--- src/design/anxb_pkg.sv ---
// Shared types and constants for the Annex B NAL unit splitter.
// Used by the front classifier, the item queue, the back end and the top level.
`default_nettype none

package anxb_pkg;

  localparam int unsigned MAX_ZERO_RUN = 65535;
  localparam logic [15:0] RUN_LIMIT =
      16'((MAX_ZERO_RUN < 32'd65535) ? MAX_ZERO_RUN : 32'd65535);
  localparam logic [15:0] START_MIN_ZEROS = 16'd2;
  localparam logic [7:0]  PREFIX_BYTE = 8'h01;

  localparam int unsigned QUEUE_DEPTH = 4;
  localparam int unsigned QUEUE_AW = $clog2(QUEUE_DEPTH);
  localparam int unsigned QUEUE_CW = $clog2(QUEUE_DEPTH + 1);

  typedef enum logic [1:0] {
    CLS_ZERO  = 2'd0,
    CLS_ONE   = 2'd1,
    CLS_OTHER = 2'd2
  } byte_class_t;

  typedef struct packed {
    logic [7:0] data_byte;
    logic       last_byte;
  } in_item_t;

  typedef struct packed {
    byte_class_t cls;
    logic [7:0]  data;
    logic        last;
  } cls_item_t;

  typedef struct packed {
    logic [15:0] zeros_before;
    logic [7:0]  payload_byte;
    logic        byte_valid;
    logic        nal_first;
    logic        nal_end;
    logic        ended_by_prefix;
    logic        no_unit_found;
    logic        run_saturated;
    logic        buffer_done;
  } out_item_t;

endpackage

`default_nettype wire

--- src/design/anxb_front.sv ---
// Front end: accepts raw stream bytes and classifies them for the back end.
// Depends on anxb_pkg for the item and class types.
`default_nettype none

module anxb_front (
  input  wire logic              src_valid,
  output logic                   src_ready,
  input  wire anxb_pkg::in_item_t src_item,
  input  wire logic              q_full,
  output logic                   push,
  output anxb_pkg::cls_item_t    push_item
);
  import anxb_pkg::*;

  assign src_ready = !q_full;
  assign push      = src_valid && !q_full;

  always_comb begin
    push_item.data = src_item.data_byte;
    push_item.last = src_item.last_byte;
    if (src_item.data_byte == 8'h00) begin
      push_item.cls = CLS_ZERO;
    end else if (src_item.data_byte == PREFIX_BYTE) begin
      push_item.cls = CLS_ONE;
    end else begin
      push_item.cls = CLS_OTHER;
    end
  end

endmodule

`default_nettype wire

--- src/design/anxb_queue.sv ---
// Short queue of classified items between the front and back ends.
// Depends on anxb_pkg for the queue depth and item type.
`default_nettype none

module anxb_queue (
  input  wire logic              clk,
  input  wire logic              rst,
  input  wire logic              push,
  input  wire anxb_pkg::cls_item_t push_item,
  output logic                   full,
  input  wire logic              pop,
  output logic                   head_valid,
  output anxb_pkg::cls_item_t    head_item
);
  import anxb_pkg::*;

  cls_item_t              entries [QUEUE_DEPTH];
  logic [QUEUE_AW-1:0]    wr_ptr;
  logic [QUEUE_AW-1:0]    rd_ptr;
  logic [QUEUE_CW-1:0]    count;

  assign full       = count == QUEUE_CW'(QUEUE_DEPTH);
  assign head_valid = count != '0;
  assign head_item  = entries[rd_ptr];

  always_ff @(posedge clk) begin
    if (push) begin
      entries[wr_ptr] <= push_item;
    end
  end

  always_ff @(posedge clk) begin
    if (rst) begin
      wr_ptr <= '0;
      rd_ptr <= '0;
      count  <= '0;
    end else begin
      if (push) begin
        wr_ptr <= wr_ptr + QUEUE_AW'(1);
      end
      if (pop) begin
        rd_ptr <= rd_ptr + QUEUE_AW'(1);
      end
      if (push && !pop) begin
        count <= count + QUEUE_CW'(1);
      end else if (pop && !push) begin
        count <= count - QUEUE_CW'(1);
      end
    end
  end

endmodule

`default_nettype wire

--- src/design/anxb_back.sv ---
// Back end: tracks unit and zero-run state and registers at most one result per item.
// Depends on anxb_pkg for the item types and the run limit.
`default_nettype none

module anxb_back (
  input  wire logic              clk,
  input  wire logic              rst,
  input  wire logic              head_valid,
  input  wire anxb_pkg::cls_item_t head_item,
  output logic                   pop,
  output logic                   res_valid,
  input  wire logic              res_ready,
  output anxb_pkg::out_item_t    res_item
);
  import anxb_pkg::*;

  logic        inside_unit, inside_unit_next;
  logic [15:0] zero_run, zero_run_next;
  logic        open_pending, open_pending_next;
  logic        saturated_flag, saturated_flag_next;

  logic        emit;
  logic        sat_set;
  logic        sat_cur;
  logic        at_limit;
  logic        start_code;
  logic [15:0] zr_inc;
  out_item_t   res;

  assign pop = head_valid && (!res_valid || res_ready);

  always_comb begin
    res                 = '0;
    emit                = 1'b0;
    sat_set             = 1'b0;
    inside_unit_next    = inside_unit;
    zero_run_next       = zero_run;
    open_pending_next   = open_pending;
    at_limit            = zero_run >= RUN_LIMIT;
    zr_inc              = at_limit ? zero_run : zero_run + 16'd1;
    start_code          = (head_item.cls == CLS_ONE) && (zero_run >= START_MIN_ZEROS);

    if (!inside_unit) begin
      if (head_item.cls == CLS_ZERO) begin
        zero_run_next = zr_inc;
        sat_set       = at_limit;
        if (head_item.last) begin
          res.no_unit_found = 1'b1;
          emit              = 1'b1;
        end
      end else if (head_item.cls == CLS_ONE) begin
        inside_unit_next  = 1'b1;
        open_pending_next = 1'b1;
        zero_run_next     = '0;
        if (head_item.last) begin
          res.nal_first = 1'b1;
          res.nal_end   = 1'b1;
          emit          = 1'b1;
        end
      end else begin
        res.zeros_before  = zero_run;
        res.payload_byte  = head_item.data;
        res.byte_valid    = 1'b1;
        res.nal_first     = 1'b1;
        res.nal_end       = head_item.last;
        zero_run_next     = '0;
        inside_unit_next  = 1'b1;
        open_pending_next = 1'b0;
        emit              = 1'b1;
      end
    end else begin
      if (head_item.cls == CLS_ZERO) begin
        zero_run_next = zr_inc;
        sat_set       = at_limit;
        if (head_item.last) begin
          res.zeros_before = zr_inc;
          res.nal_first    = open_pending;
          res.nal_end      = 1'b1;
          emit             = 1'b1;
        end
      end else if (start_code) begin
        res.nal_first       = open_pending;
        res.nal_end         = 1'b1;
        res.ended_by_prefix = 1'b1;
        zero_run_next       = '0;
        open_pending_next   = 1'b1;
        emit                = 1'b1;
      end else begin
        res.zeros_before  = zero_run;
        res.payload_byte  = head_item.data;
        res.byte_valid    = 1'b1;
        res.nal_first     = open_pending;
        res.nal_end       = head_item.last;
        zero_run_next     = '0;
        open_pending_next = 1'b0;
        emit              = 1'b1;
      end
    end

    sat_cur             = saturated_flag || sat_set;
    res.run_saturated   = sat_cur;
    res.buffer_done     = head_item.last;
    saturated_flag_next = emit ? 1'b0 : sat_cur;

    if (head_item.last) begin
      inside_unit_next    = 1'b0;
      zero_run_next       = '0;
      open_pending_next   = 1'b0;
      saturated_flag_next = 1'b0;
    end
  end

  always_ff @(posedge clk) begin
    if (pop && emit) begin
      res_item <= res;
    end
  end

  always_ff @(posedge clk) begin
    if (rst) begin
      inside_unit    <= 1'b0;
      zero_run       <= '0;
      open_pending   <= 1'b0;
      saturated_flag <= 1'b0;
      res_valid      <= 1'b0;
    end else begin
      if (pop) begin
        inside_unit    <= inside_unit_next;
        zero_run       <= zero_run_next;
        open_pending   <= open_pending_next;
        saturated_flag <= saturated_flag_next;
      end
      if (pop && emit) begin
        res_valid <= 1'b1;
      end else if (res_ready) begin
        res_valid <= 1'b0;
      end
    end
  end

  a_last_clears_state: assert property (@(posedge clk) disable iff (rst)
    pop && head_item.last |=> !inside_unit && zero_run == '0 && !open_pending
                              && !saturated_flag)
    else $error("state not cleared after last byte");

  a_last_gives_result: assert property (@(posedge clk) disable iff (rst)
    pop && head_item.last |=> res_valid && res_item.buffer_done)
    else $error("last byte produced no buffer_done result");

  a_prefix_ends_unit: assert property (@(posedge clk) disable iff (rst)
    res_valid && res_item.ended_by_prefix |-> res_item.nal_end && !res_item.byte_valid)
    else $error("start code result without unit end");

  a_no_unit_shape: assert property (@(posedge clk) disable iff (rst)
    res_valid && res_item.no_unit_found |-> res_item.buffer_done && !res_item.nal_end
                                            && res_item.zeros_before == '0)
    else $error("malformed no-unit result");

endmodule

`default_nettype wire

--- src/design/annexb_nal_unit_splitter_core.sv ---
// Annex B NAL unit splitter, top level.
// Instantiates anxb_front, anxb_queue and anxb_back; types from anxb_pkg.
//
// Usage:
//   src channel (src_valid/src_ready/src_item) takes one stream byte per item,
//   with last_byte set on the final byte of a buffer.
//   res channel (res_valid/res_ready/res_item) returns zero or one result per
//   byte; leading zeros, held zero runs, a leading prefix and the zeros of a
//   start code give no result. The last byte of a buffer always gives one.
//   Path: an accepted byte is written into the queue, and the back end then
//   registers its result from the queue head into the result register.
//   Throughput: one byte per cycle while res_ready is high, set by the back
//   end's update of unit state and zero-run count as it pops each byte.
//   Stall: while res_ready is low the result register holds; the four-entry
//   queue keeps taking bytes until it fills, then src_ready drops.
//   Reset (rst, synchronous): empties the queue, drops any pending result and
//   returns to searching for a leading prefix. No clearing pass is needed.
`default_nettype none

module annexb_nal_unit_splitter_core (
  input  wire logic              clk,
  input  wire logic              rst,
  input  wire logic              src_valid,
  output logic                   src_ready,
  input  wire anxb_pkg::in_item_t src_item,
  output logic                   res_valid,
  input  wire logic              res_ready,
  output anxb_pkg::out_item_t    res_item
);
  import anxb_pkg::*;

  logic      push;
  logic      pop;
  logic      q_full;
  logic      head_valid;
  cls_item_t push_item;
  cls_item_t head_item;

  anxb_front u_front (
    .src_valid (src_valid),
    .src_ready (src_ready),
    .src_item  (src_item),
    .q_full    (q_full),
    .push      (push),
    .push_item (push_item)
  );

  anxb_queue u_queue (
    .clk        (clk),
    .rst        (rst),
    .push       (push),
    .push_item  (push_item),
    .full       (q_full),
    .pop        (pop),
    .head_valid (head_valid),
    .head_item  (head_item)
  );

  anxb_back u_back (
    .clk        (clk),
    .rst        (rst),
    .head_valid (head_valid),
    .head_item  (head_item),
    .pop        (pop),
    .res_valid  (res_valid),
    .res_ready  (res_ready),
    .res_item   (res_item)
  );

endmodule

`default_nettype wire

--- config.mk ---
export PLATFORM = sky130hd
export DESIGN_NAME = annexb_nal_unit_splitter_core
export DESIGN_NICKNAME = d
export VERILOG_FILES = /design/src/design/anxb_pkg.sv /design/src/design/anxb_front.sv /design/src/design/anxb_queue.sv /design/src/design/anxb_back.sv /design/src/design/annexb_nal_unit_splitter_core.sv
export SDC_FILE = /design/constraint.sdc
export NUM_CORES = 1
export LEC_CHECK = 0
export ABC_AREA = 0
export BUFFER_PORTS_ARGS = -buffer_cell sky130_fd_sc_hd__buf_2
export CAP_MARGIN = 5
export CORE_MARGIN = 5
export CORE_UTILIZATION = 30
export CTS_CLUSTER_DIAMETER = 200
export DETAILED_ROUTE_END_ITERATION = 8
export PLACE_DENSITY = 0.53
export SLEW_MARGIN = 20
export SYNTH_ARGS = -nofsm -noshare
export SYNTH_HDL_FRONTEND = slang
export SYNTH_SLANG_ARGS = --single-unit
--- constraint.sdc ---
create_clock -name clk -period 5.1 [get_ports clk]
set_input_delay 1.02 -clock clk [delete_from_list [all_inputs] [get_ports clk]]
set_output_delay 1.02 -clock clk [all_outputs]
set_load 0.005 [all_outputs]
## After elaboration in Yosys (flattened, before gate mapping)

Memories as Yosys holds them, arrays and structs flattened. A register that Yosys moved wholly into a read port is not among the register bits.
Index checks and enable logic that the tools add are counted.

- Memories: 1
- RAM bits: 44
- Logic and storage cells: 93
- Bits in registers: 58
- Input port bits: 13
- Output and inout port bits: 33

- Equality and inequality tests: 4
- Bitwise operators: 2
- Reductions and logical operators: 20
- Add/sub/neg operators: 5
- Multiplexer cells: 42
- Order comparisons: 2

Memories:

| name | words | width | read ports | clocked after memory_dff | write ports | line | source |
|---|---|---|---|---|---|---|---|
| u_queue.entries | 4 | 11 | 1 | 1 | 1 | anxb_queue.sv:17 | `cls_item_t entries [QUEUE_DEPTH];` |

Operator list:

| operator | number |
|---|---|
| 16-bit 2-to-1 mux | 5 |
| 27-bit 2-to-1 mux | 2 |
| 25-bit 2-to-1 mux | 2 |
| 1-bit 2-to-1 mux | 22 |
| 16-bit by 1-bit adder with 16-bit output, second input constant | 1 |
| 16-bit >= comparator, second input constant | 1 |
| 16-bit by 2-bit >= comparator with 1-bit output, second input constant | 1 |
| 2-bit 2-to-1 mux | 8 |
| 9-bit 2-to-1 mux | 1 |
| 8-bit by 1-bit equality test with 1-bit output, second input constant | 1 |
| 8-bit logical NOT | 1 |
| 1-bit logical AND | 6 |
| 3-bit 2-to-1 mux | 2 |
| 2-bit by 1-bit adder with 2-bit output, second input constant | 2 |
| 1-bit logical NOT | 4 |
| 2-bit nonzero test | 2 |
| 2-bit OR reduction | 2 |
| 3-bit by 1-bit adder with 3-bit output, second input constant | 1 |
| 3-bit equality test, second input constant | 1 |
| 3-bit nonzero test | 1 |
| 3-bit by 1-bit subtractor with 3-bit output, second input constant | 1 |
| 2-bit by 1-bit equality test with 1-bit output, second input constant | 1 |
| 2-bit logical NOT | 1 |
| 1-bit logical OR | 2 |
| other kinds (3) | 4 |

## Logic depth before layout (Yosys ltp)

Gate-level depths: netlist of the first run.

- Word-level depth: 7
- Gate-level depth with buffers: 10
- Gate-level depth less buffers: 9

## Modules after synthesis

Synthesis of the first run repeated with hierarchy kept, for this count alone.

- Cell total of the unflattened synthesis: 393
- Area total of the unflattened synthesis: 4893.4 µm²

By module, submodules not included:

| module | times used | area an instance (µm²) | cells each |
|---|---|---|---|
| anxb_back | 1 | 2768.9 | 277 |
| anxb_queue | 1 | 2019.4 | 101 |
| anxb_front | 1 | 105.1 | 15 |

## Worst setup path after synthesis of the first run

Ideal clock, no wire load.

- Path kind: input -> register
- Start: input res_ready
- End: register u_back.res_item[0] (netlist name)
- Stages: 4
- Buffers on the path: 0
- Setup time: 433 ps
- Required time: 4667 ps
- Arrival time: 3292 ps
- Path slack: 1375 ps
- Path through: nor2b_1 nor2_2 clkinv_1 a21oi_1

- Word-level cells in the longest chain between the ends: 3

Ends and longest elaborated chain:

| element | line | source |
|---|---|---|
| from (decl) | annexb_nal_unit_splitter_core.sv:27 | `input wire logic res_ready,` |
| 1-bit logical OR | anxb_back.sv:30 | `assign pop = head_valid && (!res_valid \|\| res_ready);` |
| 1-bit logical AND | anxb_back.sv:30 |  |
| 1-bit logical AND | anxb_back.sv:114 | `if (pop && emit) begin` |

Every way passes these cells.
A chain may end at the register's enable or synchronous reset.

==> results of run 1 <==
==> registers in the layout (all words and copies together) (netlist names), named ones only <==
name / flops
u_back.zero_run: 16
u_queue.entries: 44
u_back.res_valid: 1
u_queue.count: 3
u_back.saturated_flag: 1
u_queue.rd_ptr: 2
u_back.open_pending: 1
u_back.res_item: 31
u_queue.wr_ptr: 2
u_back.inside_unit: 1
==> worst paths after layout <==
path / startpoint / slack [ps] / depth (start not counted) / to
max: register / 2000 / 5 / u_back.zero_run[2]
min: u_back.open_pending / 490 / 2 / u_back.open_pending
max reg2reg: register / 2000 / 5 / u_back.zero_run[2]
min reg2reg: u_back.open_pending / 490 / 2 / u_back.open_pending
==> synthesized netlist by cell type (all sizes together), types with 2 or more instances <==
cell,count,area (µm²)
a31oi,24,150
nor3,9,45.0
clkbuf,22,82.6
mux2i,4,40.0
or3,2,12.5
a21o,12,90.1
and3,14,87.6
edfxtp,75,2250
buf,3,30.0
mux4,11,285
o21ai,6,30.0
nand2,34,128
inv,10,37.5
xnor2,2,17.5
a21oi,28,140
nand3,12,60.1
o22ai,4,25.0
ha,7,87.6
dfxtp,29,581
and2,2,12.5
nand4,6,37.5
nor2b,10,62.6
nor2,22,85.1
and4,3,26.3
xor2,3,26.3
nor4,6,52.6
==> layer usage <==
metal | up-vias | GRT usage (%) | wire length [µm]
met1 | 1487 | 13.0 | 4200
li1 | 1498 | - | -
met4 | 0 | 4.47 | 179
met5 | - | 0 | 0
met3 | 15 | 2.85 | 436
met2 | 46 | 19.6 | 4720
==> power breakdown <==
group	switching (mW)	internal [mW]
Clock	0.335	0.395
Combinational	0.410	0.302
Sequential	0.0932	1.16
==> area by class of cell <==
type / count / area [µm²]
sequential: 104 / 2830
tap: 188 / 235
inverter: 11 / 41.3
clock inverter: 6 / 81.3
fill: 1495 / 9860
clock buffer: 10 / 229
multi-input combinational: 236 / 1670
timing repair buffer: 47 / 260
==> worst min-delay path, cell delays in order (launching register included) <==
cell	delay, ps
dfxtp_1	310
inv_1	60
o31ai_1	70
==> logic make-up after synthesis <==
family / synth area share, %
and+or+nand+nor: 13.9
DFF: 61.1
AOI/OAI and AO/OA: 11.1
buffers and inverters: 3.32
muxes: 7.02
adders and majority gates: 2.54
xor gates and xnor gates: 0.945
==> metrics by stage <==
step           utilization, %  hold WS, ps  instance area, µm²
3_3_place_gp             32.9          467                5010
2_1_floorplan               -          443                4630
4_1_cts                  35.0          489                5320
6_report                 35.2          486                5350
3_5_place_dp             32.9          473                5010
5_1_grt                  35.2          513                5350
==> results.json, run 1 <==
{
  "outcome": "finished, final reports clean",
  "rsz0062_at_grt": "no",
  "finalCritPeriodShare_pct": 60.9,
  "dp.cells": 585,
  "path_buf_inv": 0,
  "die_y_um": 134,
  "die_x_um": 134,
  "cts_resized": 0,
  "first_iter_violations": 197,
  "antenna_found_initial": 0,
  "cts.hold.buffers_added": 0,
  "final_cell_mix": "75 x edfxtp_1, 45 x buf_2, 34 x nand2_1",
  "via_per_inst": 5.06,
  "overflow": 0,
  "post_cts_buffers": 0,
  "netlist_instances": 376,
  "crit_type": "reg -> reg",
  "required_ps": 5380,
  "row_count": 45,
  "endpoint_kind": "register",
  "slowest_stage": "mux4_1",
  "cp_top_family": "simple AND/OR/NAND/NOR gates",
  "synth_edf_count": 75,
  "synth_cell_types": 47,
  "fin_crit_ps": 3100,
  "setup_viol": 0,
  "grt_max_degree": 34,
  "cp_slowest_stage_delay_ps": 780,
  "initial_core_util_pct": 30.5,
  "ys_seq_area_share_pct": 61.1,
  "tns_ps": 0,
  "tritoncts": "done",
  "path_clk_slew_ps": 70,
  "path_cells": "mux4_1 > or2_1 > nor4_4 > a31oi_1 > a31oi_1",
  "diodes": 0,
  "dieArea_um2": 18000,
  "ant_nets": 0,
  "p_total_mw": 2.69,
  "setup_slack_ps": 2000,
  "grt_pass1_vias": 3120,
  "clock_path_buffers": 2,
  "wirelength_um": 9540,
  "cts-buffers-inserted": 9,
  "area_delta_synth_final_pct": 15.3,
  "power_leakage_nw": 1.92,
  "globalplace.congestion": 0.828,
  "synth.net_count": 397,
  "ir_drop_mv": 0.163,
  "wl_per_cell_um": 15.8,
  "slew_headroom_pct": 32.4,
  "drtPass1Iterations": 4,
  "track_usage_pct": 11.2,
  "grt_pass1_wl_um": 15900,
  "fin_cells": 602,
  "worst-path-max-fanout": 19,
  "nets": 430,
  "io_buffers": 45,
  "clock_latency_ps": 350,
  "crit_path_start_kind": "register",
  "post-route-drc-count": 0,
  "drive_above_1_share_pct": 16.9,
  "vias": 3046,
  "ctsRootBufferMaster": "clkbuf_16",
  "hold_viol": 0,
  "tightest_slew_ps": 1010,
  "synth_area_per_cell_um2": 12.3,
  "async_flop_share_pct": 0,
  "yosysWarnings": 0,
  "ys.flop_type": "edfxtp_1",
  "cp_common_cell": "a31oi_1",
  "finClkSkew_ps": 5.86,
  "layout_commonest_cell": "edfxtp_1",
  "ys_ff_latch": 104,
  "min_path_type": "reg -> reg",
  "pre_cts_slack_ps": 1720,
  "place_hpwl_um": 6460,
  "worst-endpoint-arrival_ps": 3380,
  "slew_violations": 0,
  "maxCapViolations": 0,
  "power_density_nw_per_um2": 504,
  "io_pins": 46,
  "synth.cell_area_um2": 4630,
  "core_area_um2": 15200,
  "htree_levels": 3,
  "fmax_mhz": 322,
  "cts_sinks": 104
}
Power figures use the tool's default switching activity.
==> inputs of run 2 (changes only) <==
--- a/config.mk
+++ b/config.mk
@@ -5,14 +5,14 @@
 export SDC_FILE = /design/constraint.sdc
 export NUM_CORES = 1
 export LEC_CHECK = 0
-export ABC_AREA = 0
+export ABC_AREA = 1
 export BUFFER_PORTS_ARGS = -buffer_cell sky130_fd_sc_hd__buf_2
 export CAP_MARGIN = 5
 export CORE_MARGIN = 5
 export CORE_UTILIZATION = 30
 export CTS_CLUSTER_DIAMETER = 200
 export DETAILED_ROUTE_END_ITERATION = 8
-export PLACE_DENSITY = 0.53
+export PLACE_DENSITY = 0.55
 export SLEW_MARGIN = 20
 export SYNTH_ARGS = -nofsm -noshare
 export SYNTH_HDL_FRONTEND = slang
==> constraint.sdc (replaced) <==
create_clock -name clk -period 2.5 [get_ports clk]
set_input_delay 0.5 -clock clk [delete_from_list [all_inputs] [get_ports clk]]
set_output_delay 0.5 -clock clk [all_outputs]
set_load 0.005 [all_outputs]
==> run 2 against run 1 <==
Compared with the run above:
- count of clock-buffer cells in the layout is the same
- synthesized cell count grew 31%
- worst setup slack lost 1600 ps
- critical path depth grew 6
- synthesized area grew 2.3%
==> results.json, run 2 <==
{
  "outcome": "finished, final reports clean",
  "post-route-drc-count": 0,
  "synth_area_per_cell_um2": 9.65,
  "core_area_um2": 15700,
  "p_seq_share_pct": 43.2,
  "synth_most_common_cell": "nand2_1",
  "fmax_mhz": 476,
  "dieArea_um2": 18400,
  "rsz0062_at_grt": "no",
  "track_usage_pct": 11.5,
  "cts_sinks": 104,
  "ys.flop_type": "edfxtp_1",
  "antenna_found_initial": 0,
  "synth_top_cell_area_share_pct": 47.5,
  "worst-endpoint-arrival_ps": 2330,
  "vias": 3386,
  "synth.net_count": 512,
  "setup_viol": 0,
  "slowest_stage": "fa_1",
  "cp_common_cell": "inv_1",
  "placed_cell_area_um2": 5200,
  "p_total_mw": 5.95,
  "via_per_inst": 4.43,
  "grt_pass1_vias": 3265,
  "r2r_slack_ps": 400,
  "maxCapViolations": 0,
  "setup_slack_ps": 398,
  "clkPwrFrac_pct": 22.7,
  "path_buf_inv": 3,
  "cts_resized": 0,
  "htree_levels": 3,
  "path_clk_slew_ps": 70,
  "crit_path_start_kind": "register",
  "finClkSkew_ps": 10.1,
  "cts.hold.buffers_added": 0,
  "ys_seq_area_share_pct": 59.8,
  "synth_area_leaders": "edfxtp_1 48%, nand2_1 14%, dfxtp_1 12%, a21oi_1 4.8%, nor2_1 3.1%",
  "initial_core_util_pct": 30.2,
  "ys_ff_latch": 104,
  "drive_above_1_share_pct": 16.6,
  "io_buffers": 45,
  "synth_cell_types": 35,
  "globalplace.congestion": 0.881,
  "dp.cells": 748,
  "yosys-top-cells-count": "171 x nand2_1, 75 x edfxtp_1, 45 x a21oi_1",
  "power_density_nw_per_um2": 1080,
  "tns_ps": 0,
  "swShare_pct": 36.2,
  "netlist_instances": 491,
  "power_leakage_nw": 2.19,
  "worst-path-max-fanout": 9,
  "post_cts_buffers": 0,
  "cp_top_family": "adder cells",
  "ir_drop_mv": 0.485,
  "clock_latency_ps": 350,
  "p_switching_mw": 2.15,
  "yosysWarnings": 0,
  "internal_power_mw": 3.80,
  "largest_reg_flops": 44,
  "synth.cell_area_um2": 4740,
  "diodes": 0,
  "fin_crit_ps": 2100,
  "drtPass1Iterations": 5,
  "row_count": 46,
  "tritoncts": "done",
  "overflow": 0,
  "finalCritPeriodShare_pct": 84.1,
  "hold_viol": 0,
  "synth_top_cell_by_area": "edfxtp_1",
  "reg.largest.list": "u_queue.entries x44, u_back.res_item x31, u_back.zero_run x16",
  "min_path_type": "in -> reg",
  "required_ps": 2730,
  "async_flop_share_pct": 0,
  "grt_max_degree": 24,
  "ant_nets": 0,
  "crit_type": "reg -> reg",
  "place_hpwl_um": 7070,
  "grt_pass1_wl_um": 16500,
  "endpoint_kind": "register",
  "slew_headroom_pct": 69.9,
  "layout_commonest_cell": "nand2_1",
  "path_cells": "inv_1 > nand3_1 > nand2_1 > inv_1 > ha_1 > inv_1 > fa_1 > a21oi_1 > o21ai_0 > o21ai_0 > a21oi_1",
  "cts-buffers-inserted": 9,
  "regMostFlops": "u_queue.entries",
  "design_area_um2": 5490,
  "slew_violations": 0,
  "die_y_um": 136,
  "fin_hold_ws_ps": 365,
  "cp_slowest_stage_delay_ps": 390,
  "die_x_um": 136,
  "wl_per_cell_um": 13.3,
  "tightest_slew_ps": 452,
  "pre_cts_slack_ps": 307,
  "final_cell_mix": "171 x nand2_1, 75 x edfxtp_1, 45 x a21oi_1, 45 x buf_2, 38 x nor2_1",
  "ctsRootBufferMaster": "clkbuf_16",
  "first_iter_violations": 264,
  "area_delta_synth_final_pct": 15.9,
  "power_frac_comb_pct": 34.1,
  "wirelength_um": 10100,
  "io_pins": 46,
  "fin_cells": 764,
  "nets": 564,
  "synth_edf_count": 75,
  "fin_util_pct": 34.9,
  "clock_path_buffers": 2
}
-- run 2: cell count changes in the layout (fill, tap and decap cells not counted), sizes merged, moves of 12 or more --
cell   change
nand2    +144
a31oi     -23
and3      -14
inv       +23
a21o      -12
a21oi     +17
nor2      +22
-- run 2: worst paths after layout --
path                            cells past startpoint                 from                     to
worst max register to register                     11     u_queue.count[0]       u_queue.count[2]
worst min register to register                      2  u_back.open_pending    u_back.open_pending
worst min-delay path                                1          src_item[0]  u_queue.entries[0][0]
worst max-delay path                               11     u_queue.count[0]       u_queue.count[2]
-- run 2: power by group through the flow --
| stage | Clock, mW | Combinational (mW) | Sequential (mW) |
|---|---|---|---|
| floorplan | 0 | 1.32 | 2.64 |
| global placement | 0 | 2.01 | 2.61 |
| detailed placement | 0 | 2.05 | 2.62 |
| CTS | 1.40 | 2.06 | 2.58 |
| global route | 1.46 | 2.25 | 2.62 |
| finish | 1.35 | 2.03 | 2.57 |
-- run 2: logic make-up after synthesis --
family / synth area share [%]
AND/OR/NAND/NOR: 23.2
XOR/XNOR: 1.11
adder cells (fa/ha/maj): 2.27
buffers and inverters: 5.23
AO/OA/AOI/OAI: 8.47
flip-flops: 59.8
-- run 2: final cells by class --
| cell class | count | area [µm²] |
|---|---|---|
| fill | 1571 | 10200 |
| sequential | 104 | 2830 |
| multi-input combinational | 337 | 1660 |
| timing repair buffer | 56 | 308 |
| tap | 216 | 270 |
| clock buffer | 10 | 239 |
| inverter | 35 | 131 |
| clock inverter | 6 | 48.8 |
-- run 2: metal layers --
layer	global-route usage [%]	vias to the layer above	share of wire (%)
met5	0	-	0
met4	4.82	0	1.5
met3	2.23	11	4.4
met2	18.4	72	47
met1	15.3	1548	47
li1	-	1755	-
